===== src/sv/zors_pkg.sv =====
// ----------------------------------------------------------------------------
// zors_pkg: shared types and constants for the zero-offset statistics block
// Widths, register indexes, arithmetic opcodes and the records that pass
// between the accumulator front end, the record queue and the math engine.
// ----------------------------------------------------------------------------
package zors_pkg;

  localparam int SAMPLE_W         = 16;
  localparam int COUNT_W          = 16;
  localparam int ROUND_W          = 10;
  localparam int TICKS_PER_SECOND = 6250;

  localparam int ADDR_W  = 4;
  localparam int DATA_W  = 32;
  localparam int CFG_W   = 16;

  localparam int ST_W    = 32;
  localparam int SV_W    = 32;
  localparam int SQ_W    = 48;
  localparam int SOM_W   = 34;
  localparam int SOMS_W  = 58;

  localparam int NUM_W     = 96;
  localparam int DEN_W     = 64;
  localparam int ROOT_IN_W = 48;
  localparam int Q8_W      = 24;
  localparam int SLOPE_W   = 48;
  localparam int CNT_W     = $clog2(NUM_W);

  localparam int QUEUE_DEPTH = 2;
  localparam int QPTR_W      = $clog2(QUEUE_DEPTH);
  localparam int QCNT_W      = $clog2(QUEUE_DEPTH + 1);

  localparam logic [DEN_W-1:0]   SLOPE_SCALE = DEN_W'(TICKS_PER_SECOND) << 16;
  localparam logic [COUNT_W-1:0] COUNT_MAX   = '1;
  localparam logic [ROUND_W-1:0] ROUND_MAX   = '1;
  localparam logic [Q8_W-1:0]    Q8_MAX      = '1;

  localparam logic [CFG_W-1:0] SPR_RESET       = 16'd62500;
  localparam logic [CFG_W-1:0] ROUNDS_RESET    = 16'd10;
  localparam logic [CFG_W-1:0] RAIL_HIGH_RESET = 16'd65280;
  localparam logic [CFG_W-1:0] RAIL_LOW_RESET  = 16'd255;

  typedef enum logic [1:0] {
    REG_SPR       = 2'd0,
    REG_ROUNDS    = 2'd1,
    REG_RAIL_HIGH = 2'd2,
    REG_RAIL_LOW  = 2'd3
  } reg_idx_t;

  typedef enum logic [1:0] {
    OP_MUL  = 2'd0,
    OP_DIV  = 2'd1,
    OP_SQRT = 2'd2
  } arith_op_t;

  typedef struct packed {
    logic [CFG_W-1:0]   samples_per_round;
    logic [ROUND_W-1:0] rounds_total;
    logic [CFG_W-1:0]   rail_high;
    logic [CFG_W-1:0]   rail_low;
  } cfg_t;

  typedef struct packed {
    logic [COUNT_W-1:0]  n;
    logic [ST_W-1:0]     st;
    logic [SV_W-1:0]     sv;
    logic [SQ_W-1:0]     stsq;
    logic [SQ_W-1:0]     stv;
    logic [SQ_W-1:0]     svsq;
    logic [SAMPLE_W-1:0] min_code;
    logic [SAMPLE_W-1:0] max_code;
    logic                railed;
    logic [ROUND_W-1:0]  round_index;
    logic                all_done;
  } round_rec_t;

  typedef struct packed {
    logic            start;
    arith_op_t       op;
    logic [NUM_W-1:0] a;
    logic [DEN_W-1:0] b;
  } arith_req_t;

  typedef struct packed {
    logic [Q8_W-1:0]     mean_q8;
    logic [Q8_W-1:0]     std_q8;
    logic [SLOPE_W-1:0]  slope_q16;
    logic [SAMPLE_W-1:0] min_code;
    logic [SAMPLE_W-1:0] max_code;
    logic                railed;
    logic [ROUND_W-1:0]  round_index;
    logic [Q8_W-1:0]     zero_offset_q8;
    logic [Q8_W-1:0]     floor_noise_q8;
    logic                all_done;
  } result_t;

endpackage


===== src/sv/zors_queue.sv =====
// ----------------------------------------------------------------------------
// zors_queue: short record queue
// Decouples the accumulator from the math engine.
// ----------------------------------------------------------------------------
module zors_queue (
  input  logic                 clk,
  input  logic                 rst_n,
  input  logic                 push_i,
  input  zors_pkg::round_rec_t data_i,
  output logic                 full_o,
  input  logic                 pop_i,
  output zors_pkg::round_rec_t data_o,
  output logic                 empty_o
);
  import zors_pkg::*;

  round_rec_t          mem [QUEUE_DEPTH];
  logic [QPTR_W-1:0]   wr_ptr_r, wr_ptr_nxt, rd_ptr_r, rd_ptr_nxt;
  logic [QCNT_W-1:0]   count_r, count_nxt;
  logic                do_push, do_pop;

  always_comb begin
    full_o     = (count_r == QCNT_W'(QUEUE_DEPTH));
    empty_o    = (count_r == '0);
    do_push    = push_i & ~full_o;
    do_pop     = pop_i & ~empty_o;
    data_o     = mem[rd_ptr_r];
    wr_ptr_nxt = wr_ptr_r;
    rd_ptr_nxt = rd_ptr_r;
    count_nxt  = count_r;
    if (do_push) begin
      wr_ptr_nxt = (wr_ptr_r == QPTR_W'(QUEUE_DEPTH - 1)) ? '0 : wr_ptr_r + 1'b1;
    end
    if (do_pop) begin
      rd_ptr_nxt = (rd_ptr_r == QPTR_W'(QUEUE_DEPTH - 1)) ? '0 : rd_ptr_r + 1'b1;
    end
    if (do_push && !do_pop) begin
      count_nxt = count_r + 1'b1;
    end else if (do_pop && !do_push) begin
      count_nxt = count_r - 1'b1;
    end
  end

  always_ff @(posedge clk) begin
    if (do_push) begin
      mem[wr_ptr_r] <= data_i;
    end
  end

  always_ff @(posedge clk) begin
    if (!rst_n) begin
      wr_ptr_r <= '0;
      rd_ptr_r <= '0;
      count_r  <= '0;
    end else begin
      wr_ptr_r <= wr_ptr_nxt;
      rd_ptr_r <= rd_ptr_nxt;
      count_r  <= count_nxt;
    end
  end

endmodule


===== config.mk =====
export PLATFORM = sky130hd
export DESIGN_NAME = zors_queue
export DESIGN_NICKNAME = d
export VERILOG_FILES = /design/src/sv/zors_pkg.sv /design/src/sv/zors_queue.sv
export SDC_FILE = /design/constraint.sdc
export NUM_CORES = 1
export LEC_CHECK = 0
export ABC_AREA = 1
export ABC_CLOCK_PERIOD_IN_PS = 22900
export BUFFER_PORTS_ARGS = -buffer_cell sky130_fd_sc_hd__clkbuf_2
export CORE_AREA = 2 2 212 214
export DETAILED_ROUTE_END_ITERATION = 16
export DIE_AREA = 0 0 214 216
export PLACE_DENSITY = 0.75
export SLEW_MARGIN = 10
export SYNTH_ARGS = -nofsm -noshare
export SYNTH_HDL_FRONTEND = slang
export SYNTH_SLANG_ARGS = --single-unit

===== constraint.sdc =====
create_clock -name clk -period 22.9 [get_ports clk]
set_clock_uncertainty 0.1 [all_clocks]
set_input_delay 5.725 -clock clk [delete_from_list [all_inputs] [get_ports clk]]
set_output_delay 5.725 -clock clk [all_outputs]
set_load 0.02 [all_outputs]

# Word level (Yosys, flattened, before mapping)
# Memories as Yosys holds them, arrays and structs flattened. A register that Yosys moved wholly into a read port is not among the register bits.
# Index checks and enable logic that the tools add are counted.
[op_classes] addsub=4 mul=0 n_div=0 magnitude_cmp=0 n_eq_ne=1 shifts=0 muxes=8 bitwise_logic=4 n_reduce_logical=6
[op_table] operator="$mux W1" n=6
[op_table] operator="$mux W2" n=2
[op_table] operator="$add A1 B1 Y1 const B" n=2
[op_table] operator="$add A2 B1 Y2 const B" n=1
[op_table] operator="$and A1 B1 Y1" n=2
[op_table] operator="$eq A2 B2 Y1 const B" n=1
[op_table] operator="$logic_and A1 B1 Y1" n=2
[op_table] operator="$logic_not A1 Y1" n=2
[op_table] operator="$logic_not A2 Y1" n=1
[op_table] operator="$not A1 Y1" n=2
[op_table] operator="$reduce_bool A2 Y1" n=1
[op_table] operator="$sub A2 B1 Y2 const B" n=1
[word_totals] register_bits=4 latchBits=0 ramBits=536 mem_bits_ro=0 input_bits=272 output_inout_bits=270 word_cells=27 memories=1
[memory_table] name="mem" depth=2 word_bits=268 rd=1 rd_ports_with_merged_regs=1 write_ports=1 line_no="zors_queue.sv:17" text="round_rec_t mem [QUEUE_DEPTH];"

# Logic depth before layout (Yosys ltp)
[logic_depth] ltp_word=7 mapped_depth=10 ltp_nobuf=10

# Worst setup path before layout
# No wires, ideal clock.
[synth_timing] kind="in2reg" start="input push_i" end="memory mem[0][0] in the netlist's numbering, enable pin" setup_time_ns=0.903 t_arrival_ns=16.977 t_required_ns=21.897 slack_ns=4.919 cell_stages=2 cell_sequence="o21ai_0 nor2_1"
[synth_between] elab_chain_len=3
[synth_rtl] item="from (decl)" line_no="zors_queue.sv:8" text="input logic push_i,"
[synth_rtl] item="$and A1 B1 Y1" line_no="zors_queue.sv:25" text="do_push = push_i & ~full_o;"
[synth_rtl] item="$mux W1" line_no="zors_queue.sv:45" text="if (do_push) begin"
[synth_rtl] item="$mux W1 (implied by the code)" line_no="zors_queue.sv:46" text="mem[wr_ptr_r] <= data_i;"
[synth_rtl] item="to (decl)" line_no="zors_queue.sv:17"
# Every way passes these cells.

==> out/qor.yml <==
fp-row-count: 77
post_cts_resized: 0
yosysWarningCount: 0
critPathMaxFanout: 57
min_period_over_period: 0.415
post_cts_buffers: 0
antenna_found_initial: 7
die_h_um: 216
synthArstFlopShare: 0
ctsRootBufferMaster: "clkbuf_16"
io_buffers: 541
nets: 1720
die-area_mm2: 0.0462
relSlewSlack: 0.247
drv_cap: 0
cts_hold_buf: 0
netlist_top_cells_area: "edfxtp_1, mux2_4, mux2_2, buf_6, dfxtp_1"
place_ws_ns: 13.64
drtPass1Iterations: 5
grt_pass1_vias: 10800
htreeDepth: 2
fin_ws_ns: 13.40
synthCells: 872
clock_latency_ns: 0.57
cts_tree: "built"
synth_common_cells: "edfxtp_1, mux2_4, mux2_2"
track_usage: 0.182
yosysMostFrequentCell: "edfxtp_1"
pin_count: 542
p_comb_frac: 0.268
yosysTopAreaCellShare: 0.788
cts_buffers: 52
yosys.area.top_type: "edfxtp_1"
power_switching_mw: 0.838
synth_cell_types: 14
syn2layout_area_growth_pct: 23.8
cts.path.max_buffers: 3
worstPathArrival_ns: 3.68
status: "finished, final reports clean"
vdd_drop_max_mv: 0.0907
routed_wl_mm: 43.4
hold_path_class: "reg2reg"
cp.required_ns: 17.07
synth_fp_nets: 1145
grt-ovfl-total: 0
grt_pass1_wl_mm: 63.5
ys_seq_area_frac: 0.793
setup_viol: 0
p_clk_frac: 0.279
startpoint_type: "register"
path_clk_slew_ns: 0.06
end_kind: "output port"
tightest_slew_ns: 1.13
slew_viol_final: 0
fill_cells: 3235
yosys_most_used_dff: "edfxtp_1"
wire_per_inst_um: 20.8
swShare: 0.293
seqPwrFrac: 0.453
synth-seq-cells: 541
regArea_mm2: 0.0162
fin_tns_setup_ns: 0
p_per_area_mw_per_mm2: 113
rsz0062_at_grt: "no"
drc_errors: 0
drtIter0Drc: 675
core_mm2: 0.0438
synth_edf_count: 536
max_clock_freq_mhz: 105
p_int_mw: 2.02
multi_input_area_mm2: 0.00389
p_leak_nw: 9.93
gp_congestion: 0.824
clock_sinks: 541
whs_ns: 0.437
finalHoldViolations: 0
hpwl_mm: 30.6
vias: 10300
synth_area_mm2: 0.0204
final_layout_size_suffix_gt1_frac: 0.602
finalCriticalPeriod_ns: 9.50
grt_max_degree: 154
antenna_left: 0
initial_core_util: 0.466
syn_avg_cell_area_um2: 23.4
totalPowerFinal_mw: 2.86
routed_via_density: 4.92
regToRegSetupSlack_ns: 19.03
dieWidth_um: 214
path_class: "reg2out"
## kinds of logic (layout without fill, tap and decap cells)
logic type,after synthesis,in the layout,share of synthesized area
other,0,5,0
DFF,541,541,0.793
muxes,268,268,0.185
AOI/OAI and AO/OA,4,4,0.000980
buffers and inverters,39,656,0.0170
adders and majority gates,1,1,0.000613
and+or+nand+nor,19,19,0.00368
## worst max-delay path, cell delays in order, from the launching register on
cell and delay [ns]:
dfxtp_4 0.67, buf_4 0.88, buf_4 0.91, mux2_4 0.36, clkbuf_2 0.16
## layer usage
metal  GRT usage  vias to the layer above  share of wire
met5           0                        -        0.00030
met1       0.208                     5059           0.36
met2       0.311                      502           0.51
li1            -                     4628              -
met3      0.0727                       77           0.10
met4      0.0678                        2          0.027
## worst paths after layout
| kind | from | to | depth (start not counted) |
|---|---|---|---|
| worst min register to register | rd_ptr_r$_SDFFE_PN0P_ | rd_ptr_r$_SDFFE_PN0P_ | 2 |
| worst max register to register | count_r[0]$_SDFFE_PN0P_ | mem[1][65]$_DFFE_PP_ | 5 |
| worst max-delay path | register | data_o[33] | 4 |
| worst min-delay path | rd_ptr_r$_SDFFE_PN0P_ | rd_ptr_r$_SDFFE_PN0P_ | 2 |
## power by group through the flow
stage / clock, mW / combinational (mW) / sequential, mW
floorplan: 0 / 0.557 / 1.36
global placement: 0 / 0.762 / 1.31
detailed placement: 0 / 0.772 / 1.32
CTS: 0.818 / 0.776 / 1.30
global route: 0.852 / 0.810 / 1.31
finish: 0.797 / 0.768 / 1.29
## cells in the final DEF, fill, tap and decap left out
cell and instances:
diode_2 5, clkinv_2 10, nand3_1 1, mux2_2 67, clkinv_4 1, nor2_1 9, inv_1 9, clkinvlp_4 1
clkbuf_1 13, clkinv_1 9, bufinv_16 1, ha_1 1, nor2_4 2, clkbuf_8 5, nand4_1 1, dfxtp_1 4
dfxtp_4 1, o21ai_0 3, clkbuf_16 53, nand2_1 6, edfxtp_1 536, mux2_4 201, clkbuf_2 541, inv_6 3
a21oi_1 1, buf_4 8, buf_12 2
## layout make-up
type	instances	area share
well taps	592	0.0293
flip-flops and latches	541	0.641
repair buffers	551	0.111
inverters	9	0.00134
diodes	5	0.000495
multi-input cells	292	0.154
clock buffers	71	0.0571
clock inverters	25	0.00618
## through the flow
step	area (um2)	std cells	util
after floorplan	20400	872	-
after global placement	23700	1985	0.540
after detailed placement	23700	1985	0.540
after CTS	25300	2081	0.577
after global routing	25300	2082	0.577
final	25300	2086	0.577
## flip-flops by register name, indices dropped and copies added, names as in the netlist, named ones only
name	cells
mem	536
count_r	2
rd_ptr_r	1
wr_ptr_r	1
No activity file was read; power rests on OpenSTA's default activity.
