## src/sv/zors_pkg.sv

```systemverilog
// ----------------------------------------------------------------------------
// zors_pkg: shared types and constants for the zero-offset statistics block
// Widths, register indexes, arithmetic opcodes and the records that pass
// between the accumulator front end, the record queue and the math engine.
// ----------------------------------------------------------------------------
package zors_pkg;

  localparam int SAMPLE_W         = 16;
  localparam int COUNT_W          = 16;
  localparam int ROUND_W          = 10;
  localparam int TICKS_PER_SECOND = 6250;

  localparam int ADDR_W  = 4;
  localparam int DATA_W  = 32;
  localparam int CFG_W   = 16;

  localparam int ST_W    = 32;
  localparam int SV_W    = 32;
  localparam int SQ_W    = 48;
  localparam int SOM_W   = 34;
  localparam int SOMS_W  = 58;

  localparam int NUM_W     = 96;
  localparam int DEN_W     = 64;
  localparam int ROOT_IN_W = 48;
  localparam int Q8_W      = 24;
  localparam int SLOPE_W   = 48;
  localparam int CNT_W     = $clog2(NUM_W);

  localparam int QUEUE_DEPTH = 2;
  localparam int QPTR_W      = $clog2(QUEUE_DEPTH);
  localparam int QCNT_W      = $clog2(QUEUE_DEPTH + 1);

  localparam logic [DEN_W-1:0]   SLOPE_SCALE = DEN_W'(TICKS_PER_SECOND) << 16;
  localparam logic [COUNT_W-1:0] COUNT_MAX   = '1;
  localparam logic [ROUND_W-1:0] ROUND_MAX   = '1;
  localparam logic [Q8_W-1:0]    Q8_MAX      = '1;

  localparam logic [CFG_W-1:0] SPR_RESET       = 16'd62500;
  localparam logic [CFG_W-1:0] ROUNDS_RESET    = 16'd10;
  localparam logic [CFG_W-1:0] RAIL_HIGH_RESET = 16'd65280;
  localparam logic [CFG_W-1:0] RAIL_LOW_RESET  = 16'd255;

  typedef enum logic [1:0] {
    REG_SPR       = 2'd0,
    REG_ROUNDS    = 2'd1,
    REG_RAIL_HIGH = 2'd2,
    REG_RAIL_LOW  = 2'd3
  } reg_idx_t;

  typedef enum logic [1:0] {
    OP_MUL  = 2'd0,
    OP_DIV  = 2'd1,
    OP_SQRT = 2'd2
  } arith_op_t;

  typedef struct packed {
    logic [CFG_W-1:0]   samples_per_round;
    logic [ROUND_W-1:0] rounds_total;
    logic [CFG_W-1:0]   rail_high;
    logic [CFG_W-1:0]   rail_low;
  } cfg_t;

  typedef struct packed {
    logic [COUNT_W-1:0]  n;
    logic [ST_W-1:0]     st;
    logic [SV_W-1:0]     sv;
    logic [SQ_W-1:0]     stsq;
    logic [SQ_W-1:0]     stv;
    logic [SQ_W-1:0]     svsq;
    logic [SAMPLE_W-1:0] min_code;
    logic [SAMPLE_W-1:0] max_code;
    logic                railed;
    logic [ROUND_W-1:0]  round_index;
    logic                all_done;
  } round_rec_t;

  typedef struct packed {
    logic            start;
    arith_op_t       op;
    logic [NUM_W-1:0] a;
    logic [DEN_W-1:0] b;
  } arith_req_t;

  typedef struct packed {
    logic [Q8_W-1:0]     mean_q8;
    logic [Q8_W-1:0]     std_q8;
    logic [SLOPE_W-1:0]  slope_q16;
    logic [SAMPLE_W-1:0] min_code;
    logic [SAMPLE_W-1:0] max_code;
    logic                railed;
    logic [ROUND_W-1:0]  round_index;
    logic [Q8_W-1:0]     zero_offset_q8;
    logic [Q8_W-1:0]     floor_noise_q8;
    logic                all_done;
  } result_t;

endpackage

```

## src/sv/zors_front.sv

```systemverilog
// ----------------------------------------------------------------------------
// zors_front: per-sample accumulator
// Sums t, v, t*t, t*v, v*v and tracks min/max; closes a round into a record.
// ----------------------------------------------------------------------------
module zors_front (
  input  logic                  clk,
  input  logic                  rst_n,
  input  logic                  accept_i,
  input  logic [15:0]           sample_i,
  input  zors_pkg::cfg_t        cfg_i,
  output zors_pkg::round_rec_t  rec_o,
  output logic                  rec_push_o
);
  import zors_pkg::*;

  logic [COUNT_W-1:0]  tick_r, tick_nxt, n;
  logic [ST_W-1:0]     st_r, st_nxt;
  logic [SV_W-1:0]     sv_r, sv_nxt;
  logic [SQ_W-1:0]     stsq_r, stsq_nxt, stv_r, stv_nxt, svsq_r, svsq_nxt;
  logic [SAMPLE_W-1:0] min_r, min_nxt, max_r, max_nxt, v, min_new, max_new;
  logic [ROUND_W-1:0]  rounds_r, rounds_nxt, rounds_inc;
  logic                stopped_r, stopped_nxt;
  logic [2*COUNT_W-1:0]        tt;
  logic [COUNT_W+SAMPLE_W-1:0] tv;
  logic [2*SAMPLE_W-1:0]       vv;
  logic                active, round_end, done;

  always_comb begin
    v          = sample_i[SAMPLE_W-1:0];
    active     = accept_i & ~stopped_r;
    n          = tick_r + 1'b1;
    tt         = (2*COUNT_W)'(tick_r) * (2*COUNT_W)'(tick_r);
    tv         = (COUNT_W+SAMPLE_W)'(tick_r) * (COUNT_W+SAMPLE_W)'(v);
    vv         = (2*SAMPLE_W)'(v) * (2*SAMPLE_W)'(v);
    min_new    = (v < min_r) ? v : min_r;
    max_new    = (v > max_r) ? v : max_r;
    round_end  = (32'(n) >= 32'(cfg_i.samples_per_round)) || (n == COUNT_MAX);
    rounds_inc = rounds_r + 1'b1;
    done       = (32'(rounds_inc) >= 32'(cfg_i.rounds_total)) || (rounds_inc == ROUND_MAX);

    rec_o.n           = n;
    rec_o.st          = st_r + ST_W'(tick_r);
    rec_o.sv          = sv_r + SV_W'(v);
    rec_o.stsq        = stsq_r + SQ_W'(tt);
    rec_o.stv         = stv_r + SQ_W'(tv);
    rec_o.svsq        = svsq_r + SQ_W'(vv);
    rec_o.min_code    = min_new;
    rec_o.max_code    = max_new;
    rec_o.railed      = (16'(max_new) >= cfg_i.rail_high) || (16'(min_new) <= cfg_i.rail_low);
    rec_o.round_index = rounds_inc;
    rec_o.all_done    = done;
    rec_push_o        = active & round_end;

    tick_nxt    = tick_r;
    st_nxt      = st_r;
    sv_nxt      = sv_r;
    stsq_nxt    = stsq_r;
    stv_nxt     = stv_r;
    svsq_nxt    = svsq_r;
    min_nxt     = min_r;
    max_nxt     = max_r;
    rounds_nxt  = rounds_r;
    stopped_nxt = stopped_r;
    if (active) begin
      if (round_end) begin
        // close the round: clear sums, advance round count
        tick_nxt    = '0;
        st_nxt      = '0;
        sv_nxt      = '0;
        stsq_nxt    = '0;
        stv_nxt     = '0;
        svsq_nxt    = '0;
        min_nxt     = '1;
        max_nxt     = '0;
        rounds_nxt  = rounds_inc;
        stopped_nxt = done;
      end else begin
        tick_nxt = n;
        st_nxt   = rec_o.st;
        sv_nxt   = rec_o.sv;
        stsq_nxt = rec_o.stsq;
        stv_nxt  = rec_o.stv;
        svsq_nxt = rec_o.svsq;
        min_nxt  = min_new;
        max_nxt  = max_new;
      end
    end
  end

  always_ff @(posedge clk) begin
    if (!rst_n) begin
      tick_r    <= '0;
      st_r      <= '0;
      sv_r      <= '0;
      stsq_r    <= '0;
      stv_r     <= '0;
      svsq_r    <= '0;
      min_r     <= '1;
      max_r     <= '0;
      rounds_r  <= '0;
      stopped_r <= 1'b0;
    end else begin
      tick_r    <= tick_nxt;
      st_r      <= st_nxt;
      sv_r      <= sv_nxt;
      stsq_r    <= stsq_nxt;
      stv_r     <= stv_nxt;
      svsq_r    <= svsq_nxt;
      min_r     <= min_nxt;
      max_r     <= max_nxt;
      rounds_r  <= rounds_nxt;
      stopped_r <= stopped_nxt;
    end
  end

endmodule

```

## config.mk

```make
export PLATFORM = sky130hd
export DESIGN_NAME = zors_front
export DESIGN_NICKNAME = d
export VERILOG_FILES = /design/src/sv/zors_pkg.sv /design/src/sv/zors_front.sv
export SDC_FILE = /design/constraint.sdc
export NUM_CORES = 2
export LEC_CHECK = 0
export ABC_AREA = 1
export BUFFER_PORTS_ARGS = -buffer_cell sky130_fd_sc_hd__buf_2
export CAP_MARGIN = 10
export CORE_AREA = 2 2 360 362
export CTS_CLUSTER_SIZE = 25
export DETAILED_ROUTE_END_ITERATION = 10
export DIE_AREA = 0 0 362 364
export SYNTH_ARGS = -nofsm -noshare
export SYNTH_HDL_FRONTEND = slang
export SYNTH_SLANG_ARGS = --single-unit
```

## constraint.sdc

```tcl
create_clock -name clk -period 8.83 [get_ports clk]
set_clock_uncertainty 0.15 [all_clocks]
set_input_delay 0.883 -clock clk [delete_from_list [all_inputs] [get_ports clk]]
set_output_delay 0.883 -clock clk [all_outputs]
set_load 0.01 [all_outputs]
```

[Yosys cells after proc, flatten, opt, wreduce, memory -nomap -nowiden]
Index checks and enable logic that the tools add are counted.
Word-level totals
  input port bits: 77
  register bits after elaboration: 267
  word-level logic and storage cells: 45
  output and inout bits: 269
Operators by class
  add/sub/neg operators: 7
  eq/ne operators: 2
  $mul: 3
  reduce and logical (&&, ||, !) cells: 4
  magnitude comparators: 6
  bitwise operators: 3
  muxes and demuxes: 10
Operators by type and width (number)
  $add A48 B32 Y48: 3
  $mux W48: 3
  $mul A16 B16 Y32: 3
  $mux W16: 5
  $add A32 B16 Y32: 2
  $mux W32: 2
  $ge A16 B16 Y1: 2
  $add A16 B1 Y16 const B: 1
  $eq A16 B16 Y1 const B: 1
  $gt A16 B16 Y1: 1
  $le A16 B16 Y1: 1
  $lt A16 B16 Y1: 1
  $add A10 B1 Y10 const B: 1
  $eq A10 B10 Y1 const B: 1
  $ge A10 B10 Y1: 1
  $logic_or A1 B1 Y1: 3
  $and A1 B1 Y1: 2
  $reduce_and A2 Y1: 1
  $not A1 Y1: 1

[Logic depth before layout (Yosys ltp)]
  depth in word-level cells: 4
  gate-level depth with buffers: 33
  gate-level depth less buffers: 30

[Worst setup path after synthesis]
OpenSTA, ideal clock, no wires.
  path type: in2out
  start point: in sample_i[13]
  end point: out rec_o[72] (netlist name)
  buffers on the path: 2
  data arrival time: 5.863 ns
  slack: 1.934 ns
  cell stages on the path: 22
  required time: 7.797 ns
  path through: clkbuf_1 clkbuf_1 nand2_1 fa_1 inv_1 fa_1 inv_1 fa_1 inv_1 fa_1 fa_1 inv_1 fa_1 inv_1 ha_1 nand2_1 nor2_1 inv_1 nor3_1 nand2_1 nand3_1 xor2_1
RTL lines
  from (decl): line zors_front.sv:9  | input logic [15:0] sample_i,
  to (decl): line zors_front.sv:11  | output zors_pkg::round_rec_t rec_o,

==> metrics.cfg <==
[drt]
drtAntennaViolNets=0
drtPass1Iterations=8
drc=0
viasPerCell=4.71
route.final.wire_length_mm=147
wl_met3_mm=7.01
dr.first_iter.drc_count=2528
wl_met2_mm=67.3
met1_length_mm=67.6
vias=42200
wl_per_cell_um=16.4
highest-signal-layer=met5

[worst_setup_path]
required_ps=7800
cp-start-kind=flip-flop
path_cells=buf_4 -> buf_4 -> nand2_1 -> inv_1 -> fa_1 -> inv_1 -> fa_1 -> fa_1 -> fa_1 -> inv_1 -> fa_1 -> inv_1 -> fa_1 -> inv_1 -> ha_1 -> nand2_1 -> nor2_1 -> nand3_1 -> nand3b_1 -> nand2_1 -> nand2_1 -> xor2_1 -> buf_2
critPathKind=flip-flop to primary output
cp_common_cell=fa_1
path_max_fanout=14
crit_arrival_ps=7470
crit_slowest_cell=dfxtp_1
critical_path.endpoint_type=primary output
slowest_delay_ps=680

[synthesis]
synth_ff_type=dfxtp_1
yosys.area.top_type_share_pct=26.1
syn-instance-count=7019
synth.avg_cell_area_um2=6.69
netlist_top_cells_area=fa_1, nand2_1, inv_1
synthArstFlopShare_pct=0
synth_edf_count=0
yosys.area.top_type=fa_1
seq_area_frac_synth_pct=11.4
syn_nets=8159
synth_most_common_cell=nand2_1
synthTopCellsByCount=nand2_1, inv_1, fa_1
ys_types=43
yosys_warnings=0
synth.ff_latch_count=267
synth_area_mm2=0.0469

[clock_tree]
clkSlewWorstSetupHoldPaths_ps=50
cts_root_buffer=clkbuf_16
cts.sinks=267
hold_buffers=0
post_cts_buffers=0
ctsLongestPathBuffers=3
ctsResizeCount=0
cts_tree=yes
htreeDepth=2
cts_buffers=43
clkLatencyLatePin_ps=640

[placement]
dp_hpwl_mm=120
place_ws_ps=591
gp_congestion=0.952
dp_cells=8886
numPortBuffers=345
dpl-instance-area_mm2=0.0503

[timing]
rsz0062_at_grt=no
finalCritPeriodShare_pct=96.3
max-slew-margin-rel_pct=32.8
drv_slew=0
fin_crit_ps=8510
worst-slew-pin-transition_ps=1010
max_freq_ghz=0.118
tns_ps=0
setup_viol=0
hold_viol=0
fin_ws_ps=323

[hold_path]
min_path_type=flip-flop to flip-flop

[global_route]
antenna_found_initial=9
grt_pass1_vias=42500
grt_usage_pct=22.4
grt_max_degree=159
grt_pass1_wl_mm=234
overflow=0

[pwr]
finalPower_mw=12.5
power_density_mw_per_mm2=241
ir_drop_v=0.000509
p_leak_nw=30.5

[final_layout]
drive_gt1_share_pct=7.03
final_area_mm2=0.0517
fin_nets=8396
instances_no_fill=8965
area_delta_synth_final_pct=10.3

[floorplan]
die_w_um=362
die_y_um=364
start_util_pct=36.6
die-area_mm2=0.132
ios=346
rows=132
core_mm2=0.128

[flow_run]
max_cap_violations=0

[status]
status=finished, final reports clean

[layout by cell type, fill, tap and decap left out, types with 4 or more instances in the layout]
master / count
nand2_1: 2132
inv_1: 1854
fa_1: 611
ha_1: 452
nor2_1: 431
a21oi_1: 370
buf_2: 345
dfxtp_1: 263
nand3_1: 251
xor2_1: 120
o21ai_0: 92
buf_4: 60
nand4_1: 44
nor3_1: 43
clkbuf_16: 43
xnor2_1: 20
o21bai_1: 18
nand3b_1: 14
a21o_1: 11
nor4_1: 10
clkbuf_1: 10
or2_2: 8
clkinv_2: 8
nand2_2: 6
inv_2: 6
a31oi_1: 6
bufinv_16: 6
o21a_1: 4
o21ai_1: 4
clkinvlp_4: 4
dfxtp_2: 4
[where the power goes]
| group | internal, mW | switching [mW] |
|---|---|---|
| Combinational | 2.93 | 6.31 |
| Sequential | 1.30 | 0.0576 |
| Clock | 1.11 | 0.761 |
[state kept, by name, indices dropped and copies added (netlist names), 10 cells and up]
| register | cells |
|---|---|
| max_r | 16 |
| svsq_r | 48 |
| stsq_r | 48 |
| stv_r | 48 |
| rounds_r | 10 |
| sv_r | 32 |
| min_r | 16 |
| st_r | 32 |
| tick_r | 16 |
[worst paths after layout]
| check | start | end | slack, ps | cells past startpoint |
|---|---|---|---|---|
| setup reg to reg | tick_r[6] | stv_r[20] | 1760 | 24 |
| setup / recovery | tick_r[6] | rec_o[112] | 320 | 23 |
| hold / removal | stsq_r[29] | stsq_r[29] | 310 | 2 |
| hold reg to reg | stsq_r[29] | stsq_r[29] | 310 | 2 |
[final cells by class]
type | count | area [um^2]
multi-input combinational | 4676 | 33600
clock inverter | 21 | 330
clock buffer | 56 | 1150
tap | 1675 | 2100
inverter | 1861 | 6990
timing repair buffer | 407 | 2220
sequential | 267 | 5350
fill | 13700 | 76600
antenna | 2 | 5.00
[stage by stage]
step / hold WS [ps] / util (%)
2_1_floorplan: 285 / -
3_3_place_gp: 303 / 39.2
3_5_place_dp: 306 / 39.2
4_1_cts: 314 / 40.3
5_1_grt: 327 / 40.3
6_report: 314 / 40.3
[critical path, delay by kind of cell (launching register included)]
family / cells / cell delay [ps]
flops: 1 / 680
buf+inv: 8 / 1190
simple gates: 7 / 1330
xor+xnor: 1 / 430
fa+ha+maj: 7 / 3180
[cell families (layout without fill, tap and decap cells)]
family | Yosys count | count (layout) | share of synthesized area [%]
AO/OA/AOI/OAI | 516 | 516 | 5.77
XOR/XNOR | 140 | 140 | 2.61
adder cells (fa/ha/maj) | 1063 | 1063 | 38.1
buffers and inverters | 2076 | 2345 | 17.0
flip-flops | 267 | 267 | 11.4
other | 0 | 2 | 0
AND/OR/NAND/NOR | 2957 | 2957 | 25.1
[per-layer routing]
metal  GRT usage, %  up-vias
li1               -    21000
met1           30.1    19900
met2           37.2     1030
met3           2.62      238
met4           7.81        6
met5              0        -
Power figures use the tool's default switching activity.
